**src/rtl/clls_pkg.sv**
```systemverilog
`default_nettype none

package clls_pkg;

   // Pixel count and sample widths.
   localparam int COUNT_BITS  = 26;
   localparam int SAMPLE_BITS = 16;
   localparam int FIELD_BITS  = 16;
   localparam int SUM_BITS    = COUNT_BITS + SAMPLE_BITS;
   localparam int STEP_BITS   = $clog2(SAMPLE_BITS);

   localparam logic [COUNT_BITS-1:0] COUNT_MAX = '1;
   localparam logic [STEP_BITS-1:0]  LAST_STEP = STEP_BITS'(SAMPLE_BITS - 1);

   // Controller states.
   typedef enum logic [1:0] {
      ST_ACCUM,
      ST_LOAD,
      ST_DIVIDE,
      ST_FINISH
   } state_type;

   // Commands from the controller to the datapath.
   typedef struct packed {
      logic accept;
      logic load;
      logic step;
      logic finish;
   } ctrl_cmd_type;

   // Status from the datapath to the controller.
   typedef struct packed {
      logic out_free;
   } ctrl_stat_type;

   // Take a channel field into the internal sample width.
   function automatic logic [SAMPLE_BITS-1:0] sample_of(input logic [FIELD_BITS-1:0] x);
      logic [SAMPLE_BITS+FIELD_BITS-1:0] wide;
      wide = {{SAMPLE_BITS{1'b0}}, x};
      return wide[SAMPLE_BITS-1:0];
   endfunction

   // Bring an internal sample back to the result field width.
   function automatic logic [FIELD_BITS-1:0] field_of(input logic [SAMPLE_BITS-1:0] s);
      logic [SAMPLE_BITS+FIELD_BITS-1:0] wide;
      wide = {{FIELD_BITS{1'b0}}, s};
      return wide[FIELD_BITS-1:0];
   endfunction

endpackage

`default_nettype wire

```
**src/rtl/clls_pixel_if.sv**
```systemverilog
`default_nettype none

interface clls_pixel_if;
   logic        valid;
   logic        ready;
   logic [15:0] red;
   logic [15:0] green;
   logic [15:0] blue;
   logic        last_pixel;

   modport source (output valid, output red, output green, output blue,
                   output last_pixel, input ready);
   modport sink   (input valid, input red, input green, input blue,
                   input last_pixel, output ready);
endinterface

`default_nettype wire

```
**src/rtl/clls_result_if.sv**
```systemverilog
`default_nettype none

interface clls_result_if;
   logic        valid;
   logic        ready;
   logic [15:0] max_cll;
   logic [15:0] mean_level;
   logic        count_overflow;

   modport source (output valid, output max_cll, output mean_level,
                   output count_overflow, input ready);
   modport sink   (input valid, input max_cll, input mean_level,
                   input count_overflow, output ready);
endinterface

`default_nettype wire

```
**src/rtl/clls_ctrl.sv**
```systemverilog
`default_nettype none

module clls_ctrl
   import clls_pkg::*;
(
   input  wire logic          clock,
   input  wire logic          reset,
   input  wire logic          req_valid,
   input  wire logic          req_last,
   input  wire ctrl_stat_type stat,
   output logic               req_ready,
   output ctrl_cmd_type       cmd
);

   state_type             state_ff, state_in;
   logic [STEP_BITS-1:0]  step_ff, step_in;

   // State and divide step counter.
   always_ff @(posedge clock) begin
      if (reset) begin
         state_ff <= ST_ACCUM;
         step_ff  <= '0;
      end else begin
         state_ff <= state_in;
         step_ff  <= step_in;
      end
   end

   // Next state: accumulate until the last pixel, then divide one bit per cycle.
   always_comb begin
      state_in = state_ff;
      step_in  = step_ff;
      case (state_ff)
         ST_ACCUM: begin
            if (req_valid && req_last) begin
               state_in = ST_LOAD;
            end
         end
         ST_LOAD: begin
            state_in = ST_DIVIDE;
            step_in  = '0;
         end
         ST_DIVIDE: begin
            if (step_ff == LAST_STEP) begin
               state_in = ST_FINISH;
            end else begin
               step_in = step_ff + 1'b1;
            end
         end
         ST_FINISH: begin
            if (stat.out_free) begin
               state_in = ST_ACCUM;
            end
         end
         default: begin
            state_in = ST_ACCUM;
         end
      endcase
   end

   // Outputs decoded from the current state.
   always_comb begin
      req_ready  = 1'b0;
      cmd        = '0;
      case (state_ff)
         ST_ACCUM: begin
            req_ready  = 1'b1;
            cmd.accept = req_valid;
         end
         ST_LOAD: begin
            cmd.load = 1'b1;
         end
         ST_DIVIDE: begin
            cmd.step = 1'b1;
         end
         ST_FINISH: begin
            cmd.finish = stat.out_free;
         end
         default: begin
            req_ready = 1'b0;
         end
      endcase
   end

endmodule

`default_nettype wire

```
**src/rtl/clls_datapath.sv**
```systemverilog
`default_nettype none

module clls_datapath
   import clls_pkg::*;
(
   input  wire logic            clock,
   input  wire logic            reset,
   input  wire ctrl_cmd_type    cmd,
   input  wire logic [15:0]     req_red,
   input  wire logic [15:0]     req_green,
   input  wire logic [15:0]     req_blue,
   input  wire logic            rsp_ready,
   output ctrl_stat_type        stat,
   output logic                 rsp_valid,
   output logic [15:0]          rsp_max_cll,
   output logic [15:0]          rsp_mean_level,
   output logic                 rsp_count_overflow
);

   logic [SAMPLE_BITS-1:0] red_s, green_s, blue_s, pix_max;
   logic [SAMPLE_BITS-1:0] max_ff, max_in;
   logic [SUM_BITS-1:0]    sum_ff, sum_in;
   logic [COUNT_BITS-1:0]  count_ff, count_in;
   logic                   ovf_ff, ovf_in;
   logic [COUNT_BITS-1:0]  rem_ff, rem_in;
   logic [SAMPLE_BITS-1:0] quo_ff, quo_in;
   logic [COUNT_BITS:0]    trial, trial_diff;
   logic                   trial_ge;
   logic                   out_valid_ff, out_valid_in;
   logic [FIELD_BITS-1:0]  out_cll_ff, out_cll_in;
   logic [FIELD_BITS-1:0]  out_fall_ff, out_fall_in;
   logic                   out_ovf_ff, out_ovf_in;

   // Largest of the three channels.
   always_comb begin
      red_s   = sample_of(req_red);
      green_s = sample_of(req_green);
      blue_s  = sample_of(req_blue);
      pix_max = red_s;
      if (green_s > pix_max) begin
         pix_max = green_s;
      end
      if (blue_s > pix_max) begin
         pix_max = blue_s;
      end
   end

   // One restoring division step: shift in the next dividend bit and subtract.
   always_comb begin
      trial      = {rem_ff, quo_ff[SAMPLE_BITS-1]};
      trial_ge   = trial >= {1'b0, count_ff};
      trial_diff = trial - {1'b0, count_ff};
   end

   // Frame accumulators and divider registers.
   always_comb begin
      max_in   = max_ff;
      sum_in   = sum_ff;
      count_in = count_ff;
      ovf_in   = ovf_ff;
      rem_in   = rem_ff;
      quo_in   = quo_ff;
      if (cmd.accept) begin
         if (pix_max > max_ff) begin
            max_in = pix_max;
         end
         if (count_ff == COUNT_MAX) begin
            ovf_in = 1'b1;
         end else begin
            count_in = count_ff + 1'b1;
            sum_in   = sum_ff + {{COUNT_BITS{1'b0}}, pix_max};
         end
      end
      if (cmd.load) begin
         rem_in = sum_ff[SUM_BITS-1:SAMPLE_BITS];
         quo_in = sum_ff[SAMPLE_BITS-1:0];
      end
      if (cmd.step) begin
         rem_in = trial_ge ? trial_diff[COUNT_BITS-1:0] : trial[COUNT_BITS-1:0];
         quo_in = {quo_ff[SAMPLE_BITS-2:0], trial_ge};
      end
      if (cmd.finish) begin
         max_in   = '0;
         sum_in   = '0;
         count_in = '0;
         ovf_in   = 1'b0;
      end
   end

   always_ff @(posedge clock) begin
      if (reset) begin
         max_ff   <= '0;
         sum_ff   <= '0;
         count_ff <= '0;
         ovf_ff   <= 1'b0;
      end else begin
         max_ff   <= max_in;
         sum_ff   <= sum_in;
         count_ff <= count_in;
         ovf_ff   <= ovf_in;
      end
   end

   always_ff @(posedge clock) begin
      rem_ff <= rem_in;
      quo_ff <= quo_in;
   end

   // Output register: loaded at the end of the division, freed by the sink.
   always_comb begin
      out_valid_in = out_valid_ff && !rsp_ready;
      out_cll_in   = out_cll_ff;
      out_fall_in  = out_fall_ff;
      out_ovf_in   = out_ovf_ff;
      if (cmd.finish) begin
         out_valid_in = 1'b1;
         out_cll_in   = field_of(max_ff);
         out_fall_in  = field_of(quo_ff);
         out_ovf_in   = ovf_ff;
      end
   end

   always_ff @(posedge clock) begin
      if (reset) begin
         out_valid_ff <= 1'b0;
      end else begin
         out_valid_ff <= out_valid_in;
      end
   end

   always_ff @(posedge clock) begin
      out_cll_ff  <= out_cll_in;
      out_fall_ff <= out_fall_in;
      out_ovf_ff  <= out_ovf_in;
   end

   assign stat.out_free      = !out_valid_ff || rsp_ready;
   assign rsp_valid          = out_valid_ff;
   assign rsp_max_cll        = out_cll_ff;
   assign rsp_mean_level     = out_fall_ff;
   assign rsp_count_overflow = out_ovf_ff;

endmodule

`default_nettype wire

```
**src/rtl/content_light_level_stats.sv**
```systemverilog
// After a frame's last pixel beat is taken, its sum is loaded, divided and written
// to the result register. Throughput: one pixel beat per cycle inside a frame;
// after the last pixel the input stalls while a bit-serial divider forms MaxFALL,
// one quotient bit per cycle, and the result register must be free to finish.
// Reset: synchronous, active high; clears the frame accumulators and the result valid flag.
`default_nettype none

module content_light_level_stats
   import clls_pkg::*;
(
   input  wire logic      clock,
   input  wire logic      reset,
   clls_pixel_if.sink     req_chan,
   clls_result_if.source  rsp_chan
);

   ctrl_cmd_type  cmd;
   ctrl_stat_type stat;

   // Frame sequencing.
   clls_ctrl u_ctrl (
      .clock     (clock),
      .reset     (reset),
      .req_valid (req_chan.valid),
      .req_last  (req_chan.last_pixel),
      .stat      (stat),
      .req_ready (req_chan.ready),
      .cmd       (cmd)
   );

   // Accumulators, divider and result register.
   clls_datapath u_datapath (
      .clock              (clock),
      .reset              (reset),
      .cmd                (cmd),
      .req_red            (req_chan.red),
      .req_green          (req_chan.green),
      .req_blue           (req_chan.blue),
      .rsp_ready          (rsp_chan.ready),
      .stat               (stat),
      .rsp_valid          (rsp_chan.valid),
      .rsp_max_cll        (rsp_chan.max_cll),
      .rsp_mean_level     (rsp_chan.mean_level),
      .rsp_count_overflow (rsp_chan.count_overflow)
   );

endmodule

`default_nettype wire

```
**src/flat_wrapper.sv**
```systemverilog
// flat-port wrapper written by rule: the top's interface ports become plain ports
module content_light_level_stats_flat import clls_pkg::*;
  (clock, reset, req_chan_valid, req_chan_red, req_chan_green, req_chan_blue, req_chan_last_pixel, req_chan_ready, rsp_chan_valid, rsp_chan_max_cll, rsp_chan_mean_level, rsp_chan_count_overflow, rsp_chan_ready);
  clls_pixel_if req_chan_i ();
  clls_result_if rsp_chan_i ();
  input  wire logic clock;
  input  wire logic reset;
  input wire logic [$bits(req_chan_i.valid)-1:0] req_chan_valid;
  input wire logic [$bits(req_chan_i.red)-1:0] req_chan_red;
  input wire logic [$bits(req_chan_i.green)-1:0] req_chan_green;
  input wire logic [$bits(req_chan_i.blue)-1:0] req_chan_blue;
  input wire logic [$bits(req_chan_i.last_pixel)-1:0] req_chan_last_pixel;
  output wire logic [$bits(req_chan_i.ready)-1:0] req_chan_ready;
  output wire logic [$bits(rsp_chan_i.valid)-1:0] rsp_chan_valid;
  output wire logic [$bits(rsp_chan_i.max_cll)-1:0] rsp_chan_max_cll;
  output wire logic [$bits(rsp_chan_i.mean_level)-1:0] rsp_chan_mean_level;
  output wire logic [$bits(rsp_chan_i.count_overflow)-1:0] rsp_chan_count_overflow;
  input wire logic [$bits(rsp_chan_i.ready)-1:0] rsp_chan_ready;
  assign req_chan_i.valid = req_chan_valid;
  assign req_chan_i.red = req_chan_red;
  assign req_chan_i.green = req_chan_green;
  assign req_chan_i.blue = req_chan_blue;
  assign req_chan_i.last_pixel = req_chan_last_pixel;
  assign req_chan_ready = req_chan_i.ready;
  assign rsp_chan_valid = rsp_chan_i.valid;
  assign rsp_chan_max_cll = rsp_chan_i.max_cll;
  assign rsp_chan_mean_level = rsp_chan_i.mean_level;
  assign rsp_chan_count_overflow = rsp_chan_i.count_overflow;
  assign rsp_chan_i.ready = rsp_chan_ready;
  content_light_level_stats u_core (.clock(clock), .reset(reset), .req_chan(req_chan_i), .rsp_chan(rsp_chan_i));
endmodule
```
**config.mk**
```make
export PLATFORM = sky130hd
export DESIGN_NAME = content_light_level_stats_flat
export DESIGN_NICKNAME = d
export VERILOG_FILES = /design/src/rtl/clls_pkg.sv /design/src/rtl/clls_pixel_if.sv /design/src/rtl/clls_result_if.sv /design/src/rtl/clls_ctrl.sv /design/src/rtl/clls_datapath.sv /design/src/rtl/content_light_level_stats.sv /design/src/flat_wrapper.sv
export SDC_FILE = /design/constraint.sdc
export NUM_CORES = 1
export LEC_CHECK = 0
export BUFFER_PORTS_ARGS = -buffer_cell sky130_fd_sc_hd__buf_2
export CORE_ASPECT_RATIO = 1.4
export CORE_UTILIZATION = 66
export DETAILED_ROUTE_END_ITERATION = 8
export PLACE_DENSITY = 0.93
export SYNTH_ARGS = -nofsm -noshare
export SYNTH_HDL_FRONTEND = slang
export SYNTH_HIERARCHICAL = 1
export SYNTH_SLANG_ARGS = --single-unit
```
**constraint.sdc**
```tcl
create_clock -name clock -period 20.6 [get_ports clock]
set_input_delay 4.12 -clock clock [delete_from_list [all_inputs] [get_ports clock]]
set_output_delay 4.12 -clock clock [all_outputs]
set_load 0.01 [all_outputs]
```
Word level (Yosys, flattened, before mapping)
Cells that the tools add are included.

storage, ports and cells
  register bits after elaboration = 167
  input bits = 53
  output and inout port bits = 35
  word-level logic and storage cells = 63

operators by class
  add/subtract/negate cells = 4
  order comparisons = 4
  eq/ne operators = 9
  multiplexer cells = 19
  bitwise gates (word level) = 1
  reductions and logical operators = 14

operators with widths
  kind                                                              number
  26-bit 2-to-1 mux                                                 3
  16-bit 2-to-1 mux                                                 4
  16-bit greater-than comparator                                    3
  42-bit by 16-bit adder with 42-bit output                         1
  27-bit by 26-bit greater-or-equal comparator with 1-bit output    1
  26-bit by 1-bit adder with 26-bit output (second input constant)  1
  26-bit == test (second input constant)                            1
  26-bit subtractor                                                 1
  2-bit != test (second input constant)                             4
  2-bit case mux with 4 select lines                                1
  4-bit case mux with 2 select lines                                1
  2-bit AND reduction                                               4
  1-bit 2-to-1 mux                                                  6
  2-bit 2-to-1 mux                                                  3
  4-bit by 1-bit adder with 4-bit output (second input constant)    1
  2-bit == test (second input constant)                             2
  4-bit == test (second input constant)                             1
  4-bit 2-to-1 mux                                                  1
  2-bit nonzero test                                                2
  3-bit AND reduction                                               1
  2-bit by 1-bit == test with 1-bit output (second input constant)  1
  1-bit logical AND                                                 2
  1-bit zero test                                                   2
  2-bit zero test                                                   1
  other kinds (3)                                                   3

Logic depth before layout (Yosys ltp)
  word-level depth = 6
  gate-level depth with buffers = 29
  depth with buffers taken out = 25

Cells and area by module
The synthesis kept the hierarchy.

modules (own cells, without submodules)
  module         instances  cells an instance  area an instance (sq um)  sequential area each (sq um)
  clls_datapath  1          1170               10495.1                   3973.8
  clls_ctrl      1          43                 397.9                     120.1

Worst setup path before layout
No wires, ideal clock.

  kind = input to register
  from = in req_chan_red[15]
  to = reg u_core.u_datapath.sum_ff[24]
  setup time = 0.132 ns
  arrival time = 9.646 ns
  data required time = 20.468 ns
  slack = 10.822 ns
  cell stages on the path = 28
  path buffers = 3
  cells stage by stage = inv_1 ha_1 nand4_1 a211oi_1 o32ai_2 a21oi_2 buf_4 mux2i_1 ha_1 nor2b_1 o211ai_1 a21oi_1 o31ai_4 and2_1 buf_6 mux2i_2 inv_1 ha_1 fa_1 a211oi_1 o21ai_0 o2111ai_1 o21ai_0 a31o_2 a21oi_1 clkbuf_1 or3_1 a21oi_1

between the ends
  word-level cells in the longest chain between the ends = 5

ends and longest elaborated chain
  element                                        line                 source
  start: declaration                             flat_wrapper.sv:9    input wire logic [$bits(req_chan_i.red)-1:0] req_chan_red;
  16-bit greater-than comparator                 clls_datapath.sv:40  if (green_s > pix_max) begin
  16-bit 2-to-1 mux (*)                          clls_datapath.sv:40
  16-bit greater-than comparator                 clls_datapath.sv:43  if (blue_s > pix_max) begin
  16-bit 2-to-1 mux (*)                          clls_datapath.sv:43
  42-bit by 16-bit adder with 42-bit output (*)  clls_datapath.sv:71  sum_in = sum_ff + {{COUNT_BITS{1'b0}}, pix_max};
  end signal: assignment                         clls_datapath.sv:98  sum_ff <= sum_in;
  end: declaration                               clls_datapath.sv:22  logic [SUM_BITS-1:0] sum_ff, sum_in;

Mark *: on every way between the ends. The rest lies on a longest branch, timed or not.
A chain may end at the register's enable or synchronous reset.

Worst setup path after layout
  from = in req_chan_red[9]
  to = reg u_core.u_datapath.sum_ff[16]

The elaborated chain is that of the path after synthesis.

==> results.json <==
{
  "dr.pass1.iters": 8,
  "relSlewSlack_pct": 21.64,
  "grt-ovfl-total": 0,
  "antenna_found_initial": 0,
  "via_per_inst": 6.631,
  "post-synth-top-area-fraction_pct": 20.68,
  "worstPathMaxFanout": 17,
  "post_cts_resized": 0,
  "combPwrFrac_pct": 48.8,
  "status": "finished, final reports clean",
  "hold_path.class": "register to register",
  "synth-main-ff-cell": "dfxtp_1",
  "dp_hpwl_mm": 21.14,
  "layout_commonest_cell": "a21oi_1",
  "antenna_cells": 0,
  "cts_buffers": 17,
  "setup_viol": 0,
  "drc": 0,
  "r2r_setup_slack_ps": 16700,
  "syn_to_final_growth_pct": 10.36,
  "crit_path_end_kind": "register",
  "final_nets": 1431,
  "critPathArrivalTime_ps": 11990,
  "cts_hold_buf": 0,
  "finalHoldViolCount": 0,
  "dieHeight_um": 154.0,
  "power_density_nw_per_um2": 134.7,
  "cts_tree": "done",
  "ir_drop_mv": 0.08782,
  "rsz0062_at_grt": "no",
  "period_needed_ps": 11650,
  "synth.yosys.seq_area_share_pct": 37.58,
  "timing.setup.tns_ps": 0,
  "core_um2": 16170,
  "cts-root-buf": "clkbuf_16",
  "synthTopCellsByArea": "edfxtp_1 21%, dfxtp_1 17%, ha_1 11%",
  "clk_path_buf_depth": 2,
  "cts.sinks": 167,
  "switching_share_pct": 43.34,
  "antenna_left": 0,
  "yosys.area.top_type": "edfxtp_1",
  "grt_pass1_wl_mm": 47.65,
  "layout-drive-gt1-share_pct": 13.26,
  "maxUsedRoutingLayer": "met4",
  "required_ps": 20950,
  "start_util_pct": 67.36,
  "cts.clk_slew.worst_paths_ps": 80,
  "start_kind": "input port",
  "drv_slew": 0,
  "detail_route.wl_per_cell_um": 19.88,
  "p_switching_uw": 702.0,
  "max_cap_viol_count": 0,
  "io_buffers": 87,
  "multi_input_area_um2": 6304,
  "final_cell_mix": "117 x a21oi_1, 112 x nand2_1, 101 x nor2_1",
  "seq_power_share_pct": 31.9,
  "pwr-share-clk_pct": 19.2,
  "clock_insertion_delay_worst_skew_ps": 430,
  "yosysWarnings": 6,
  "cts_setup_buffers": 0,
  "internal_power_uw": 917.7,
  "wl_met2_mm": 15.00,
  "syn_inst": 1213,
  "syn_area_um2": 10890,
  "syn_nets": 1367,
  "gp_congestion": 0.9320,
  "synth-seq-cells": 167,
  "finalCritPeriodShare_pct": 56.53,
  "synth_edf_count": 75,
  "synthDistinctLibCells": 74,
  "dieWidth_um": 110.6,
  "leakage_nw": 4.597,
  "met1_length_mm": 10.31,
  "fp-row-count": 55,
  "design.die.area_um2": 17030,
  "synthArstFlopShare_pct": 0,
  "p_total_mw": 1.620,
  "avgSynthCellArea_um2": 8.980,
  "skew_ps": 10.86,
  "tightestPinTransition_ps": 1175,
  "met3_wirelength_mm": 2.136,
  "ff_latch_area_um2": 4094,
  "max_freq_ghz": 0.08587,
  "worst-setup-path-type": "input port to register",
  "grt_max_degree": 84,
  "wl_mm": 29.61,
  "fill_cells": 1093,
  "ios": 88,
  "htree_levels": 4,
  "grt_usage_pct": 35.19,
  "drtIter0Drc": 840,
  "num_vias": 9873,
  "grt_pass1_vias": 9914
}
-- path summary, 6_finish.rpt --
path,from,end,cells after the start
hold / removal,u_core/u_datapath/quo_ff[8],u_core/u_datapath/rsp_mean_level[8],0
setup reg to reg,u_core/u_datapath/count_ff[10],u_core/u_datapath/rem_ff[21],11
hold reg to reg,u_core/u_datapath/quo_ff[8],u_core/u_datapath/rsp_mean_level[8],0
setup / recovery,req_chan_red[9],u_core/u_datapath/sum_ff[16],25
-- area by class of cell --
class / count / area share (%)
clock buffer: 18 / 3.570
sequential: 167 / 34.06
clock inverter: 14 / 1.311
timing repair buffer: 94 / 4.059
multi-input combinational: 917 / 52.44
tap: 199 / 2.071
inverter: 80 / 2.498
-- critical path, cell delays in order --
cell	delay, ps
buf_2	90
inv_1	40
ha_1	290
a211oi_1	70
o21ai_0	200
o2111ai_1	270
a21oi_2	990
mux2i_1	270
ha_1	390
nand4_1	180
nor4_1	400
or2_1	520
and2_1	610
mux2i_2	410
inv_1	100
ha_1	220
fa_1	470
a211oi_1	350
o21ai_0	140
o2111ai_1	190
o21ai_0	250
a31o_2	290
a21oi_1	730
o21ai_0	220
a21oi_1	170
-- per-stage QoR --
stage | cells | worst slack [ps] | hold WS [ps] | util (%) | cell area (um2)
6_report | 1489 | 8955 | 451.6 | 74.34 | 12020
3_5_place_dp | 1457 | 8703 | 433.3 | 70.71 | 11430
2_1_floorplan | 1213 | 10820 | 409.0 | - | 10890
4_1_cts | 1489 | 9087 | 450.6 | 74.34 | 12020
5_1_grt | 1489 | 8291 | 460.5 | 74.34 | 12020
3_3_place_gp | 1457 | 8878 | 429.8 | 70.71 | 11430
-- kinds of logic (layout without fill, tap and decap cells) --
family,count (synthesis),in the layout,share of synthesized area [%]
flip-flops,167,167,37.58
XOR/XNOR,58,58,4.663
AO/OA/AOI/OAI,271,271,15.97
AND/OR/NAND/NOR,421,421,18.98
multiplexers,66,66,6.283
adder cells (fa/ha/maj),101,101,11.74
buffers and inverters,129,206,4.790
-- sequential cells by signal (all words and copies together) (netlist names) --
name and cells:
u_core/u_datapath/sum_ff 42, u_core/u_datapath/count_ff 26, u_core/u_datapath/rem_ff 26, u_core/u_datapath/max_ff 16
u_core/u_datapath/quo_ff 16, u_core/u_datapath/rsp_max_cll 16, u_core/u_datapath/rsp_mean_level 16, u_core/u_ctrl/step_ff 4
u_core/u_ctrl/state_ff 2, u_core/u_datapath/ovf_ff 1, u_core/u_datapath/rsp_count_overflow 1, u_core/u_datapath/rsp_valid 1
-- Yosys cell counts (4+ instances only) --
library cell,instances
a2111oi_0,4
a211oi_1,12
a21o_1,11
a21oi_1,118
a31o_2,5
a31oi_1,17
and2_1,4
and3_1,12
buf_2,6
buf_4,4
clkbuf_1,36
dfxtp_1,92
edfxtp_1,75
ha_1,99
inv_1,80
mux2_2,16
mux2i_1,49
nand2_1,112
nand2b_1,12
nand3_1,45
nand4_1,31
nor2_1,102
nor2b_1,14
nor3_1,24
nor4_1,12
o2111ai_1,6
o211ai_1,11
o21a_1,8
o21ai_0,34
o21bai_1,5
o221ai_1,4
o41ai_1,4
or2_2,7
or3_1,19
or4_1,9
xnor2_1,41
xor2_1,17
-- per-layer routing --
layer	GRT usage, %	vias up
li1	-	4561
met1	35.70	4627
met2	63.00	534
met3	7.056	151
met4	27.30	0
met5	0	-
-- power by group through the flow --
stage	combinational (mW)	clock (mW)	sequential [mW]
floorplan	0.577	0	0.493
global placement	0.722	0	0.512
detailed placement	0.750	0	0.517
CTS	0.767	0.314	0.510
global route	0.861	0.327	0.522
finish	0.791	0.312	0.517
Note: power is estimated with default switching activity, not from simulation.
